--- config.mk ---
export PLATFORM = sky130hd
export DESIGN_NAME = stree_ctrl
export DESIGN_NICKNAME = d
export VERILOG_FILES = /design/src/rtl/stree_pkg.sv /design/src/rtl/stree_alu.sv /design/src/rtl/stree_ctrl.sv
export SDC_FILE = /design/constraint.sdc
export NUM_CORES = 1
export LEC_CHECK = 0
export ABC_AREA = 1
export BUFFER_PORTS_ARGS = -buffer_cell sky130_fd_sc_hd__buf_2
export CAP_MARGIN = 20
export CORE_MARGIN = 2
export CORE_UTILIZATION = 40
export DETAILED_ROUTE_END_ITERATION = 12
export PLACE_DENSITY_LB_ADDON = 0.1
export SLEW_MARGIN = 20
export SYNTH_ARGS = -nofsm -noshare
export SYNTH_HDL_FRONTEND = slang
export SYNTH_SLANG_ARGS = --single-unit
export TNS_END_PERCENT = 100
--- constraint.sdc ---
create_clock -name clock -period 6 [get_ports clock]
set_input_delay 1.2 -clock clock [delete_from_list [all_inputs] [get_ports clock]]
set_output_delay 1.2 -clock clock [all_outputs]
set_load 0.02 [all_outputs]
--- src/rtl/stree_pkg.sv ---
// Shared constants, types and codes for the segment tree range-sum block.
`timescale 1ns / 1ps
`default_nettype none
package stree_pkg;

   localparam int LEAVES = 1024;
   localparam int DEPTH  = 2 * LEAVES;
   localparam int IDX_W  = 10;
   localparam int DATA_W = 32;
   localparam int NODE_W = $clog2(DEPTH);
   localparam int PTR_W  = ((NODE_W > IDX_W + 1) ? NODE_W : IDX_W + 1) + 1;

   localparam logic OP_QUERY = 1'b0;
   localparam logic OP_SET   = 1'b1;

   typedef enum logic [2:0] {
      ST_CLEAR,
      ST_IDLE,
      ST_UPD_RD,
      ST_UPD_WR,
      ST_QRY,
      ST_DONE
   } state_type;

   typedef enum logic {
      ALU_ADD,
      ALU_SUB
   } alu_op_type;

   typedef struct packed {
      logic              we;
      logic [NODE_W-1:0] waddr;
      logic [DATA_W-1:0] wdata;
      logic [NODE_W-1:0] raddr;
   } mem_req_type;

   typedef struct packed {
      logic              valid;
      logic [DATA_W-1:0] sum;
   } result_type;

endpackage
`default_nettype wire

--- src/rtl/stree_alu.sv ---
// Shared 32-bit add/subtract unit for node sums and range accumulation.
`timescale 1ns / 1ps
`default_nettype none
module stree_alu (
   input  stree_pkg::alu_op_type        op,
   input  logic [stree_pkg::DATA_W-1:0] a,
   input  logic [stree_pkg::DATA_W-1:0] b,
   output logic [stree_pkg::DATA_W-1:0] y
);
   import stree_pkg::*;

   always_comb begin
      case (op)
         ALU_SUB: y = a - b;
         default: y = a + b;
      endcase
   end

endmodule
`default_nettype wire

--- src/rtl/stree_ctrl.sv ---
// Sequencer for clearing, leaf updates and range-sum walks over the tree.
`timescale 1ns / 1ps
`default_nettype none
module stree_ctrl (
   input  logic                         clock,
   input  logic                         reset,
   input  logic                         req_valid,
   output logic                         req_ready,
   input  logic                         req_opcode,
   input  logic [stree_pkg::IDX_W-1:0]  req_index,
   input  logic [stree_pkg::IDX_W-1:0]  req_right_end,
   input  logic [stree_pkg::DATA_W-1:0] req_value,
   output stree_pkg::mem_req_type       mem_req,
   input  logic [stree_pkg::DATA_W-1:0] rd_data,
   output stree_pkg::result_type        result,
   input  logic                         result_ready
);
   import stree_pkg::*;

   state_type         state_ff, state_in;
   logic [NODE_W-1:0] clr_ff, clr_in;
   logic [NODE_W-1:0] node_ff, node_in;
   logic              first_ff, first_in;
   logic [DATA_W-1:0] val_ff, val_in;
   logic [DATA_W-1:0] diff_ff, diff_in;
   logic [PTR_W-1:0]  a_ff, a_in;
   logic [PTR_W-1:0]  b_ff, b_in;
   logic [DATA_W-1:0] acc_ff, acc_in;
   logic              pend_ff, pend_in;

   alu_op_type        alu_op;
   logic [DATA_W-1:0] alu_a, alu_b, alu_y;

   logic              accept;
   logic              leaf_ok;
   logic [PTR_W-1:0]  lo_ext, hi_ext, hi_sat;
   logic              walk;
   logic [PTR_W-1:0]  b_dec;

   stree_alu u_alu (
      .op (alu_op),
      .a  (alu_a),
      .b  (alu_b),
      .y  (alu_y)
   );

   assign accept  = req_valid && req_ready;
   assign lo_ext  = PTR_W'(req_index);
   assign hi_ext  = PTR_W'(req_right_end);
   assign leaf_ok = lo_ext < PTR_W'(LEAVES);
   assign hi_sat  = (hi_ext >= PTR_W'(LEAVES)) ? PTR_W'(LEAVES - 1) : hi_ext;
   assign walk    = a_ff < b_ff;
   assign b_dec   = b_ff - PTR_W'(1);

   // next state
   always_comb begin
      state_in = state_ff;
      unique case (state_ff)
         ST_CLEAR: begin
            if (clr_ff == NODE_W'(DEPTH - 1)) begin
               state_in = ST_IDLE;
            end
         end
         ST_IDLE: begin
            if (accept) begin
               if (req_opcode == OP_SET) begin
                  state_in = leaf_ok ? ST_UPD_RD : ST_IDLE;
               end else begin
                  state_in = ST_QRY;
               end
            end
         end
         ST_UPD_RD: state_in = ST_UPD_WR;
         ST_UPD_WR: begin
            state_in = (node_ff == NODE_W'(1)) ? ST_IDLE : ST_UPD_RD;
         end
         ST_QRY: begin
            if (!walk) begin
               state_in = ST_DONE;
            end
         end
         ST_DONE: begin
            if (result_ready) begin
               state_in = ST_IDLE;
            end
         end
         default: state_in = ST_CLEAR;
      endcase
   end

   // outputs
   always_comb begin
      req_ready     = 1'b0;
      mem_req.we    = 1'b0;
      mem_req.waddr = node_ff;
      mem_req.wdata = alu_y;
      mem_req.raddr = node_ff;
      alu_op        = ALU_ADD;
      alu_a         = acc_ff;
      alu_b         = rd_data;
      result.valid  = 1'b0;
      result.sum    = acc_ff;
      unique case (state_ff)
         ST_CLEAR: begin
            mem_req.we    = 1'b1;
            mem_req.waddr = clr_ff;
            mem_req.wdata = '0;
         end
         ST_IDLE: req_ready = 1'b1;
         ST_UPD_RD: mem_req.raddr = node_ff;
         ST_UPD_WR: begin
            mem_req.we = 1'b1;
            if (first_ff) begin
               alu_op        = ALU_SUB;
               alu_a         = val_ff;
               alu_b         = rd_data;
               mem_req.wdata = val_ff;
            end else begin
               alu_a = rd_data;
               alu_b = diff_ff;
            end
         end
         ST_QRY: begin
            if (a_ff[0]) begin
               mem_req.raddr = a_ff[NODE_W-1:0];
            end else begin
               mem_req.raddr = b_dec[NODE_W-1:0];
            end
         end
         ST_DONE: result.valid = 1'b1;
         default: ;
      endcase
   end

   // datapath
   always_comb begin
      clr_in   = clr_ff;
      node_in  = node_ff;
      first_in = first_ff;
      val_in   = val_ff;
      diff_in  = diff_ff;
      a_in     = a_ff;
      b_in     = b_ff;
      acc_in   = acc_ff;
      pend_in  = 1'b0;
      unique case (state_ff)
         ST_CLEAR: clr_in = clr_ff + NODE_W'(1);
         ST_IDLE: begin
            if (accept) begin
               node_in  = NODE_W'(lo_ext + PTR_W'(LEAVES));
               first_in = 1'b1;
               val_in   = req_value;
               a_in     = lo_ext + PTR_W'(LEAVES);
               b_in     = hi_sat + PTR_W'(LEAVES) + PTR_W'(1);
               acc_in   = '0;
            end
         end
         ST_UPD_WR: begin
            node_in  = node_ff >> 1;
            first_in = 1'b0;
            if (first_ff) begin
               diff_in = alu_y;
            end
         end
         ST_QRY: begin
            if (pend_ff) begin
               acc_in = alu_y;
            end
            if (walk) begin
               if (a_ff[0]) begin
                  a_in    = a_ff + PTR_W'(1);
                  pend_in = 1'b1;
               end else if (b_ff[0]) begin
                  b_in    = b_dec;
                  pend_in = 1'b1;
               end else begin
                  a_in = a_ff >> 1;
                  b_in = b_ff >> 1;
               end
            end
         end
         default: ;
      endcase
   end

   always_ff @(posedge clock) begin
      if (reset) begin
         state_ff <= ST_CLEAR;
         clr_ff   <= '0;
         pend_ff  <= 1'b0;
      end else begin
         state_ff <= state_in;
         clr_ff   <= clr_in;
         pend_ff  <= pend_in;
      end
      node_ff  <= node_in;
      first_ff <= first_in;
      val_ff   <= val_in;
      diff_ff  <= diff_in;
      a_ff     <= a_in;
      b_ff     <= b_in;
      acc_ff   <= acc_in;
   end

`ifndef SYNTH
   a_walk_in_tree: assert property (@(posedge clock) disable iff (reset)
      (state_ff == ST_QRY && walk) |-> (b_ff <= PTR_W'(DEPTH)))
      else $error("range walk left the tree");

   a_done_flushed: assert property (@(posedge clock) disable iff (reset)
      (state_ff == ST_DONE) |-> !pend_ff)
      else $error("result shown with a read still pending");

   a_node_nonzero: assert property (@(posedge clock) disable iff (reset)
      (state_ff == ST_UPD_RD || state_ff == ST_UPD_WR) |-> (node_ff != '0))
      else $error("update reached the unused node");

   a_update_to_root: assert property (@(posedge clock) disable iff (reset)
      (state_ff == ST_UPD_WR && state_in == ST_IDLE) |=> ($past(node_ff) == NODE_W'(1)))
      else $error("update finished below the root");
`endif

endmodule
`default_nettype wire

Word level (Yosys, flattened, before mapping). Cells that the tools add are included.

Register bits after elaboration: 147. Bits in latches: 0. RAM bits: 0. Bits in read-only memories: 0. Bits of input ports: 89. Output and inout bits: 89. Word-level logic and storage cells: 96. Memories: 0.

$add $sub $neg: 8. $mul: 0. Div/mod/pow operators: 0. $lt $le $gt $ge: 3. Eq/ne operators: 15. Shifts and indexed selects: 0. Muxes and demuxes: 43. Bitwise gates (word level): 2. Reduce and logical (&&, ||, !) cells: 14.

Operator list (number): 32-bit 2-to-1 mux (8); 32-bit one-hot mux with 2 select lines (2); 12-bit 2-to-1 mux (8); 12-bit one-hot mux with 2 select lines (2); 11-bit 2-to-1 mux (4); 32-bit adder (1); 32-bit subtractor (1); 10-bit by 11-bit adder with 12-bit output (second input constant) (2); 12-bit by 1-bit adder with 12-bit output (second input constant) (2); 11-bit one-hot mux with 2 select lines (1); 3-bit one-hot mux with 6 select lines (1); 3-bit 2-to-1 mux (5); 2-bit != test (second input constant) (7); 12-bit < comparator (1); 4-bit AND reduction (3); 12-bit by 1-bit subtractor with 12-bit output (second input constant) (1); 11-bit by 1-bit adder with 11-bit output (second input constant) (1); 11-bit by 1-bit equality test with 1-bit output (second input constant) (1); 11-bit equality test (second input constant) (1); 10-bit by 11-bit >= comparator with 1-bit output (second input constant) (1); 10-bit by 11-bit < comparator with 1-bit output (second input constant) (1); 10-bit 2-to-1 mux (1); 1-bit 2-to-1 mux (8); 3-bit by 2-bit equality test with 1-bit output (second input constant) (2); other kinds (13) (20).

Longest topological paths before layout. Gate-level depths: netlist of the first run.

Depth after elaboration: 6. Mapped depth: 28. Mapped depth without buffers: 26.

By module. A second synthesis of the first run with hierarchy kept.

Cells, all modules: 1602. Area total of the unflattened synthesis: 11288.3 µm².

Modules (own cells, without submodules): stree_ctrl (times used 1, cells an instance 897, area each 7900.1 µm², seq. area each 4264.1 µm²); stree_alu (times used 1, cells an instance 705, area each 3388.2 µm², seq. area each 0.0 µm²).

Least setup slack after synthesis of the first run. No wires, ideal clock.

Kind: flip-flop to output port. Start point: reg state_ff[0]. End point: out mem_req[25] (netlist name). Arrival time: 4142 ps. Data required time: 4800 ps. Slack: 658 ps. Stages on the path, launching flop included: 16. Buffers on the path: 3. Cells stage by stage: dfxtp_1 > nand3_2 > buf_2 > buf_2 > nor2_2 > clkbuf_1 > a21oi_1 > ha_1 > a21oi_1 > o21ai_0 > a21oi_1 > nand2_1 > inv_1 > o21ai_0 > xnor2_1 > o21ai_0.

RTL lines: start: declaration (RTL line stree_ctrl.sv:20) `state_type state_ff, state_in;`; start signal: assignment (RTL line stree_ctrl.sv:192) `state_ff <= state_in;`; end: declaration (RTL line stree_ctrl.sv:13) `output stree_pkg::mem_req_type mem_req,`.

==> results of run 1 <==
## layer usage
| metal | share of wire [%] | wire length (um) | track usage [%] |
|---|---|---|---|
| met1 | 49 | 16400 | 34.2 |
| met2 | 45 | 15200 | 37.1 |
| met3 | 5.4 | 1830 | 3.04 |
| met4 | 0.71 | 239 | 3.97 |
| met5 | 0 | 0 | 0 |
## cell type report
| class | instances | area [sq um] |
|---|---|---|
| Multi-Input combinational cell | 1125 | 5760 |
| Clock buffer | 23 | 543 |
| Fill cell | 2735 | 13900 |
| Tap cell | 341 | 427 |
| Sequential cell | 147 | 4270 |
| Timing Repair Buffer | 196 | 1090 |
| Clock inverter | 9 | 76.3 |
| Inverter | 190 | 717 |
## critical path, delay by kind of cell
family	cells	cell delay (ps)
compound gates	4	710
buf+inv	3	350
simple gates	17	1900
fa+ha+maj	1	330
## final timing paths
path / from / end / cells after the start
max: rd_data[1] / mem_req[42] / 25
min: clr_ff[4]$_SDFFE_PP0P_ / clr_ff[4]$_SDFFE_PP0P_ / 2
max reg2reg: state_ff[2]$_SDFFE_PP0P_ / acc_ff[30]$_SDFFCE_PN0P_ / 18
min reg2reg: clr_ff[4]$_SDFFE_PP0P_ / clr_ff[4]$_SDFFE_PP0P_ / 2
## registers in the layout, summed over array words and instances, names as in the netlist, named ones only
name	flops
a_ff	12
acc_ff	32
b_ff	11
clr_ff	11
diff_ff	32
first_ff	1
node_ff	11
pend_ff	1
state_ff	3
val_ff	32
## kinds of logic (layout without fill, tap and decap cells)
group                      after synthesis  count (layout)  share of synthesized area, %
DFF                                    147             147                          39.2
adders and majority gates               49              49                          5.71
buffers and inverters                  238             418                          8.65
AOI/OAI and AO/OA                      253             253                          13.5
and+or+nand+nor                        768             768                          28.5
xor gates and xnor gates                55              55                          4.43
## synth_stat cells (15+ instances only)
library cell | instances | area share (%)
nand2_1 | 479 | 17
inv_1 | 186 | 6.4
nor2_1 | 165 | 5.7
edfxtp_1 | 132 | 36
o21ai_0 | 87 | 4.0
a21oi_1 | 86 | 4.0
nand3_1 | 67 | 3.1
ha_1 | 48 | 5.5
xor2_1 | 42 | 3.4
clkbuf_1 | 24 | 0.83
nor3_1 | 24 | 1.1
o22ai_1 | 20 | 1.2
o221ai_1 | 19 | 1.5
dfxtp_1 | 15 | 2.8
## report_power, final
part | switching (W) | internal (W)
sequential | 0.00000153 | 0.00111
clock | 0.000473 | 0.000650
combinational | 0.000145 | 0.0000849
## metrics by stage
stage          std cells  utilization, %  setup slack (ps)  hold slack (ps)
2_1_floorplan       1510               -               658              454
3_3_place_gp        1998            45.4               216              482
3_5_place_dp        1998            45.4               218              485
4_1_cts             2030            47.7               195              496
5_1_grt             2031            48.1              3.41              526
6_report            2031            48.1               301              493
==> impl_metrics.tcl, run 1 <==
set metrics [dict create \
    async_flop_share_pct 0 \
    ctsRootBufferMaster "clkbuf_16" \
    rsz0062_at_grt "no" \
    drt_iter0_markers 891 \
    wirelength_mm 33.6 \
    rrSetupSlack_ps 1890 \
    drc 0 \
    cts_tree "yes" \
    antenna_left 0 \
    initial_core_util_pct 40.6 \
    antenna_found_initial 0 \
    power.density_mw_per_mm2 192 \
    fmax_mhz 175 \
    clock-sinks 147 \
    tightest_slew_ps 1060 \
    via_count 10500 \
    fin_tns_setup_ps 0 \
    gr-total-overflow 0 \
    ios 178 \
    grt_pass1_vias 9688 \
    area_growth_pct 18.4 \
    synth_area_sq_mm 0.0109 \
    ir_drop_v 0.000122 \
    synth_nets 1648 \
    fp.dieArea_sq_mm 0.0285 \
    ys_seq_area_share_pct 39.2 \
    critPathRequiredTime_ps 4800 \
    maxSlewViolCount 0 \
    finalCritPeriodShare_pct 95.0 \
    slew_headroom_pct 29.2 \
    numCtsBuffers 17 \
    clkTransAtPathRegs_ps 70 \
    layout_common_cells "nand2_1, inv_1, buf_2, nor2_1, edfxtp_1" \
    post_dp_cell_area_sq_mm 0.0122 \
    fp.dieW_um 169 \
    synth.avg_cell_area_sq_um 7.20 \
    cts_buffer_depth 2 \
    power_w 0.00247 \
    dpl.hpwl_mm 25.1 \
    worstPathArrival_ps 4500 \
    synth-edff-count 132 \
    setup_viol 0 \
    holdCritPathClass "flop to flop" \
    outcome "completed" \
    skew_ps 14.8 \
    final_common_cell "nand2_1" \
    endpoint_kind "output port" \
    rows 60 \
    final_layout_size_suffix_gt1_share_pct 15.6 \
    syn_inst 1510 \
    cts_setup_buffers 0 \
    grt_max_degree 68 \
    cp_slowest_stage_delay_ps 330 \
    ctsHoldBuffers 0 \
    vias_per_cell 5.18 \
    cts_resized 0 \
    first_pass_iters 6 \
    hold_viol 0 \
    path_max_fanout 6 \
    coreArea_sq_mm 0.0268 \
    wl_per_cell_um 16.6 \
    clk_latency_ps 430 \
    grt_pass1_wl_mm 52.4 \
    cts_max_level 4 \
    synth_top_flop_cell "edfxtp_1" \
    critical_path.slowest_cell "ha_1" \
    die_h_um 169 \
    worstSetupPathType "input pin to output port" \
    nets 1815 \
    period_minus_slack_ps 5700 \
    design_area_sq_mm 0.0129 \
    antennaDiodeCount 0 \
    ys_ff_latch 147 \
    cpMostUsedCell "nand2_1" \
    yosys_warnings 0 \
    synth_cell_type_count 45 \
    grt_util_all_layers_pct 23.3 \
    leakagePower_nw 6.21 \
    max_cap_viol_count 0 \
    gp_congestion 0.920 \
    io_buffers 177 \
    cp-start-kind "input pin" \
]
No activity file was read; power rests on OpenSTA's default activity.
==> run 2, diff against run 1 <==
Settings changed: GPL_TIMING_DRIVEN from default to 0.
==> run 2 against run 1 <==
Core utilization is 0.73 points higher. Clock skew is 2.1 ps lower. Critical path depth is 3 lower. Sequential power hardly changed. Fmax is 0.12% higher. Largest cell class unchanged. Highest routed layer unchanged.
==> impl_metrics.tcl, run 2 (synthesis gave the netlist of run 1 again) <==
set metrics [dict create \
    outcome "completed" \
    power_w 0.00247 \
    slew_headroom_pct 36.5 \
    fillCellCount 2776 \
    layout_common_cells "nand2_1, inv_1, buf_2, nor2_1, edfxtp_1" \
    cts_tree "yes" \
    max_cap_viol_count 0 \
    final_common_cell "nand2_1" \
    cts_max_level 4 \
    dpl.hpwl_mm 28.8 \
    r2r_start "state_ff[2]$_SDFFE_PP0P_" \
    leakagePower_nw 6.33 \
    fp.dieW_um 169 \
    clk_latency_ps 440 \
    dpl.cell_count 2030 \
    reg.largest.list "acc_ff (32), diff_ff (32), val_ff (32)" \
    r2r-end "acc_ff[29]$_SDFFCE_PN0P_" \
    stdcell_count 2067 \
    gr-total-overflow 0 \
    die_h_um 169 \
    grt_max_degree 26 \
    cts_buffer_depth 2 \
    drc 0 \
    fp.dieArea_sq_mm 0.0285 \
    nets 1851 \
    setup_viol 0 \
    grt_pass1_wl_mm 56.7 \
    r2r_cells 21 \
    hold_viol 0 \
    final_layout_size_suffix_gt1_share_pct 16.5 \
    fmax_mhz 176 \
    hold_end "clr_ff[4]$_SDFFE_PP0P_" \
    worstPathArrival_ps 4490 \
    drt_iter0_markers 909 \
    antennaDiodeCount 0 \
    gp_congestion 0.961 \
    ios 178 \
    ctsHoldBuffers 0 \
    path_max_fanout 7 \
    clock-sinks 147 \
    coreArea_sq_mm 0.0268 \
    numCtsBuffers 17 \
    rsz0062_at_grt "yes" \
    initial_core_util_pct 40.6 \
    clkTransAtPathRegs_ps 70 \
    vias_per_cell 5.27 \
    power.density_mw_per_mm2 189 \
    antenna_found_initial 0 \
    rows 60 \
    period_minus_slack_ps 5690 \
    via_count 10900 \
    wirelength_mm 37.3 \
    grt_util_all_layers_pct 26.1 \
    cp-start-kind "input pin" \
    hold-path-cell-count 2 \
    area_growth_pct 20.2 \
    rrSetupSlack_ps 1880 \
    finalCritPeriodShare_pct 94.9 \
    holdCritPathClass "flop to flop" \
    wl_per_cell_um 18.0 \
    first_pass_iters 7 \
    worstSetupPathType "input pin to output port" \
    worst_hold_startpoint "clr_ff[4]$_SDFFE_PP0P_" \
    io_buffers 176 \
    critPathRequiredTime_ps 4800 \
    grt_pass1_vias 10100 \
    skew_ps 12.8 \
    maxSlewViolCount 0 \
    ctsRootBufferMaster "clkbuf_16" \
    endpoint_kind "output port" \
    ir_drop_v 0.000158 \
    tightest_slew_ps 952 \
    antenna_left 0 \
]
[run 2: worst max path at each step]
stage | start | endpoint | slack (ps) | depth (start not counted)
4_1_cts | rd_data[0] | mem_req[38] | 9 | 22
3_3_place_gp | state_ff[2]$_SDFFE_PP0P_ | mem_req[40] | -1060 | 19
6_report | rd_data[1] | mem_req[38] | 310 | 22
5_1_grt | state_ff[2]$_SDFFE_PP0P_ | mem_req[39] | -20 | 22
3_5_place_dp | state_ff[2]$_SDFFE_PP0P_ | mem_req[32] | -120 | 22
2_1_floorplan | state_ff[0]$_SDFFE_PP0P_ | mem_req[25] | 660 | 15
[run 2: layer usage]
layer / GRT usage (%) / wire [um] / part of all wire [%] / up-vias
met2: 41.6 / 16700 / 45 / 360
li1: - / - / - / 5393
met1: 37.2 / 17400 / 47 / 5110
met4: 6.71 / 723 / 1.9 / 0
met5: 0 / 0 / 0 / -
met3: 4.02 / 2460 / 6.6 / 40
[run 2: per-stage QoR]
step                instance area (sq um)  TNS [ps]  hold WS, ps  worst slack, ps  utilization, %
floorplan                           10900         0          454              658               -
global placement                    12200    -25980          479            -1060            45.5
detailed placement                  12300      -254          493             -115            45.8
CTS                                 12900         0          506             8.96            48.1
global route                        13100     -23.0          519            -15.9            48.8
finish                              13100         0          505              308            48.8
[run 2: final cells by class]
class / count / area (sq um) / share of cell area [%]
buffer: 48 / 265 / 2.03
clock buffer: 19 / 475 / 3.64
clock inverter: 13 / 121 / 0.928
inverter: 190 / 714 / 5.46
multi-input combinational: 1125 / 5810 / 44.5
sequential: 147 / 4270 / 32.6
tap: 341 / 427 / 3.26
timing repair buffer: 184 / 993 / 7.60
[run 2: power by group]
part	total (W)	leakage (nW)	switching [W]	internal, W
sequential	0.00112	1.35	0.00000139	0.00111
clock	0.00112	0.300	0.000517	0.000600
combinational	0.000233	4.68	0.000147	0.0000854
total	0.00247	6.33	0.000666	0.00180
[run 2: timing repair]
item	CTS	global route
resized for setup	15	44
pin swaps	0	4
setup endpoints to repair	23	23
setup buffers	0	5
[run 2: critical path, cell delays in order]
cell     delay (ps)
buf_2           130
nand2_1          70
nand2_1          80
o21ai_4         190
nand3_2         140
nor2_4          190
nand2_4         130
nor2_4          140
nand2_2          90
o21ai_4         200
xor2_1          190
ha_2            340
a21oi_2         210
o21ai_0         110
a21oi_1         160
nand2_1         130
nand2_1          80
nand2_1          90
or2_2           300
nand3_1          70
nand2_1          70
buf_2           160
==> run 3, diff against run 2 <==
Settings changed: CORE_MARGIN 2 to default.
==> run 3 against run 2 <==
Die area decreased by 2.4%. Design area up 0.28%. Hold slack gained 1.3 ps.
==> impl_metrics.tcl, run 3 (synthesis gave the netlist of run 1 again) <==
set metrics [dict create \
    rrSetupSlack_ps 1790 \
    area_growth_pct 20.5 \
    endpoint_kind "output port" \
    fin_tns_setup_ps 0 \
    cp.buffers_inverters 7 \
    drt_iter0_markers 850 \
    critPathRequiredTime_ps 4800 \
    hold_end "clr_ff[4]$_SDFFE_PP0P_" \
    clk_latency_ps 450 \
    r2r_start "state_ff[0]$_SDFFE_PP0P_" \
    cts_max_level 4 \
    rows 59 \
    dp_slack_ps -63.9 \
    outcome "completed" \
    grt_util_all_layers_pct 26.8 \
    setup_slack_ps 270 \
    drc 0 \
    ctsRootBufferMaster "clkbuf_16" \
    reg.largest.list "acc_ff (32), diff_ff (32), val_ff (32)" \
    sw_frac_of_total_pct 26.8 \
    tightest_slew_ps 907 \
    holdCritPathClass "flop to flop" \
    die_h_um 167 \
    numCtsBuffers 17 \
    coreArea_sq_mm 0.0264 \
    gp_congestion 0.949 \
    nets 1852 \
    fp.dieArea_sq_mm 0.0279 \
    worst_hold_startpoint "clr_ff[4]$_SDFFE_PP0P_" \
    grt_pass1_wl_mm 56.9 \
    gr-total-overflow 0 \
    antenna_left 0 \
    cts_buffer_depth 2 \
    initial_core_util_pct 41.3 \
    fmax_mhz 175 \
    final_common_cell "nand2_1" \
    wirelength_mm 37.3 \
    utilization_pct 49.7 \
    period_minus_slack_ps 5730 \
    finalCritPeriodShare_pct 95.5 \
    r2r-end "acc_ff[27]$_SDFFCE_PN0P_" \
    p_int_w 0.00181 \
    via_count 10900 \
    power.density_mw_per_mm2 188 \
    fillCellCount 2713 \
    critical_path.slowest_cell "dfxtp_1" \
    clock-sinks 147 \
    cp_slowest_stage_delay_ps 430 \
    multiInputGateArea_sq_mm 0.00583 \
    cp-start-kind "flop" \
    path_max_fanout 11 \
    hold_ws_ps 506 \
    ios 178 \
    skew_ps 17.5 \
    path_delay_family "simple AND/OR/NAND/NOR gates" \
    max_cap_viol_count 0 \
    grt_max_degree 21 \
    p_seq_share_pct 45.2 \
    slew_headroom_pct 39.5 \
    dpl.hpwl_mm 28.8 \
    first_pass_iters 5 \
    clkTransAtPathRegs_ps 70 \
    fp.dieW_um 167 \
    final_layout_size_suffix_gt1_share_pct 16.7 \
    area.sequential_sq_mm 0.00427 \
    antenna_found_initial 1 \
    hold_viol 0 \
    r2r_cells 21 \
    layout_common_cells "nand2_1, inv_1, buf_2, nor2_1, edfxtp_1" \
    maxSlewViolCount 0 \
    ctsHoldBuffers 0 \
    vias_per_cell 5.30 \
    worstPathArrival_ps 4530 \
    pwr-share-comb_pct 9.5 \
    cts_tree "yes" \
    crit_chain "nand3_2, buf_4, buf_4, nor2_4, inv_1, clkbuf_4, clkbuf_4, o21bai_1, inv_1, ha_1, a21oi_2, o21ai_0, a21oi_1, nand2_1, nand2_1, nand2_1, nand2_1, nand2_1, or2_2, nand3_1, nand2_1, buf_2" \
    io_buffers 176 \
    worstSetupPathType "flop to output port" \
    cpMostUsedCell "nand2_1" \
    setup_viol 0 \
    wl_per_cell_um 18.1 \
    leakagePower_nw 6.35 \
    hold-path-cell-count 2 \
    power.switching_w 0.000662 \
    clkPwrFrac_pct 45.3 \
    ir_drop_v 0.000105 \
    grt_pass1_vias 10100 \
]
run 3: power groups by stage:
| stage | Clock (W) | Combinational, W | Sequential, W |
|---|---|---|---|
| 2_1_floorplan | 0 | 0.000142 | 0.00114 |
| 3_3_place_gp | 0 | 0.000223 | 0.00114 |
| 3_5_place_dp | 0 | 0.000225 | 0.00114 |
| 4_1_cts | 0.00113 | 0.000227 | 0.00112 |
| 5_1_grt | 0.00117 | 0.000263 | 0.00112 |
| 6_report | 0.00112 | 0.000236 | 0.00112 |
run 3: per-stage QoR:
| step | power, W | area [sq um] | std cells |
|---|---|---|---|
| final | 0.00247 | 13100 | 2063 |
| after global placement | 0.00136 | 12200 | 2021 |
| after global routing | 0.00254 | 13100 | 2063 |
| after detailed placement | 0.00136 | 12300 | 2025 |
| after CTS | 0.00248 | 12900 | 2057 |
| after floorplan | 0.00128 | 10900 | 1510 |
run 3: worst reg2reg max path: stages, from the launching register on:
cell,delay [ps]
dfxtp_1,430
nand3_2,170
buf_4,230
buf_4,220
nor2_4,240
inv_1,120
clkbuf_4,250
clkbuf_4,270
o21bai_1,170
inv_1,70
ha_1,360
a21oi_2,190
o21ai_0,140
a21oi_1,130
nand2_1,140
nand2_1,90
nand2_1,110
nand2_1,90
nand2_1,100
or2_2,300
nand2_1,90
nor2_1,50
run 3: routing by layer:
| metal | track usage [%] | vias to the layer above | part of all wire (%) |
|---|---|---|---|
| met3 | 4.02 | 34 | 6.5 |
| met1 | 38.0 | 5134 | 47 |
| met5 | 0 | - | 0 |
| li1 | - | 5395 | - |
| met2 | 42.4 | 380 | 45 |
| met4 | 7.37 | 0 | 1.8 |
run 3: what timing repair did:
| item | CTS | global route |
|---|---|---|
| setup endpoints to repair | 23 | 17 |
| setup buffers | 0 | 4 |
| gates resized for setup | 14 | 48 |
| cloned | 0 | 1 |
| pin swaps | 0 | 5 |
| endpoints found under the hold margin | 0 | 0 |
run 3: cell type report:
type	instances	area share [%]
Multi-Input combinational cell	1126	44.4
Sequential cell	147	32.5
Timing Repair Buffer	184	7.79
Inverter	190	5.45
Clock buffer	20	3.73
Tap cell	335	3.20
Buffer	48	2.02
Clock inverter	12	0.811
Antenna cell	1	0.0191
run 3: worst max-delay path by stage:
stage                                  start           to  slack, ps  depth (start not counted)
floorplan           state_ff[0]$_SDFFE_PP0P_  mem_req[25]        660                         15
global placement    state_ff[0]$_SDFFE_PP0P_  mem_req[41]      -1060                         18
detailed placement  state_ff[2]$_SDFFE_PP0P_  mem_req[32]        -60                         22
CTS                               rd_data[0]  mem_req[34]         -6                         19
global route        state_ff[0]$_SDFFE_PP0P_  mem_req[33]        -20                         21
finish              state_ff[0]$_SDFFE_PP0P_  mem_req[38]        270                         22
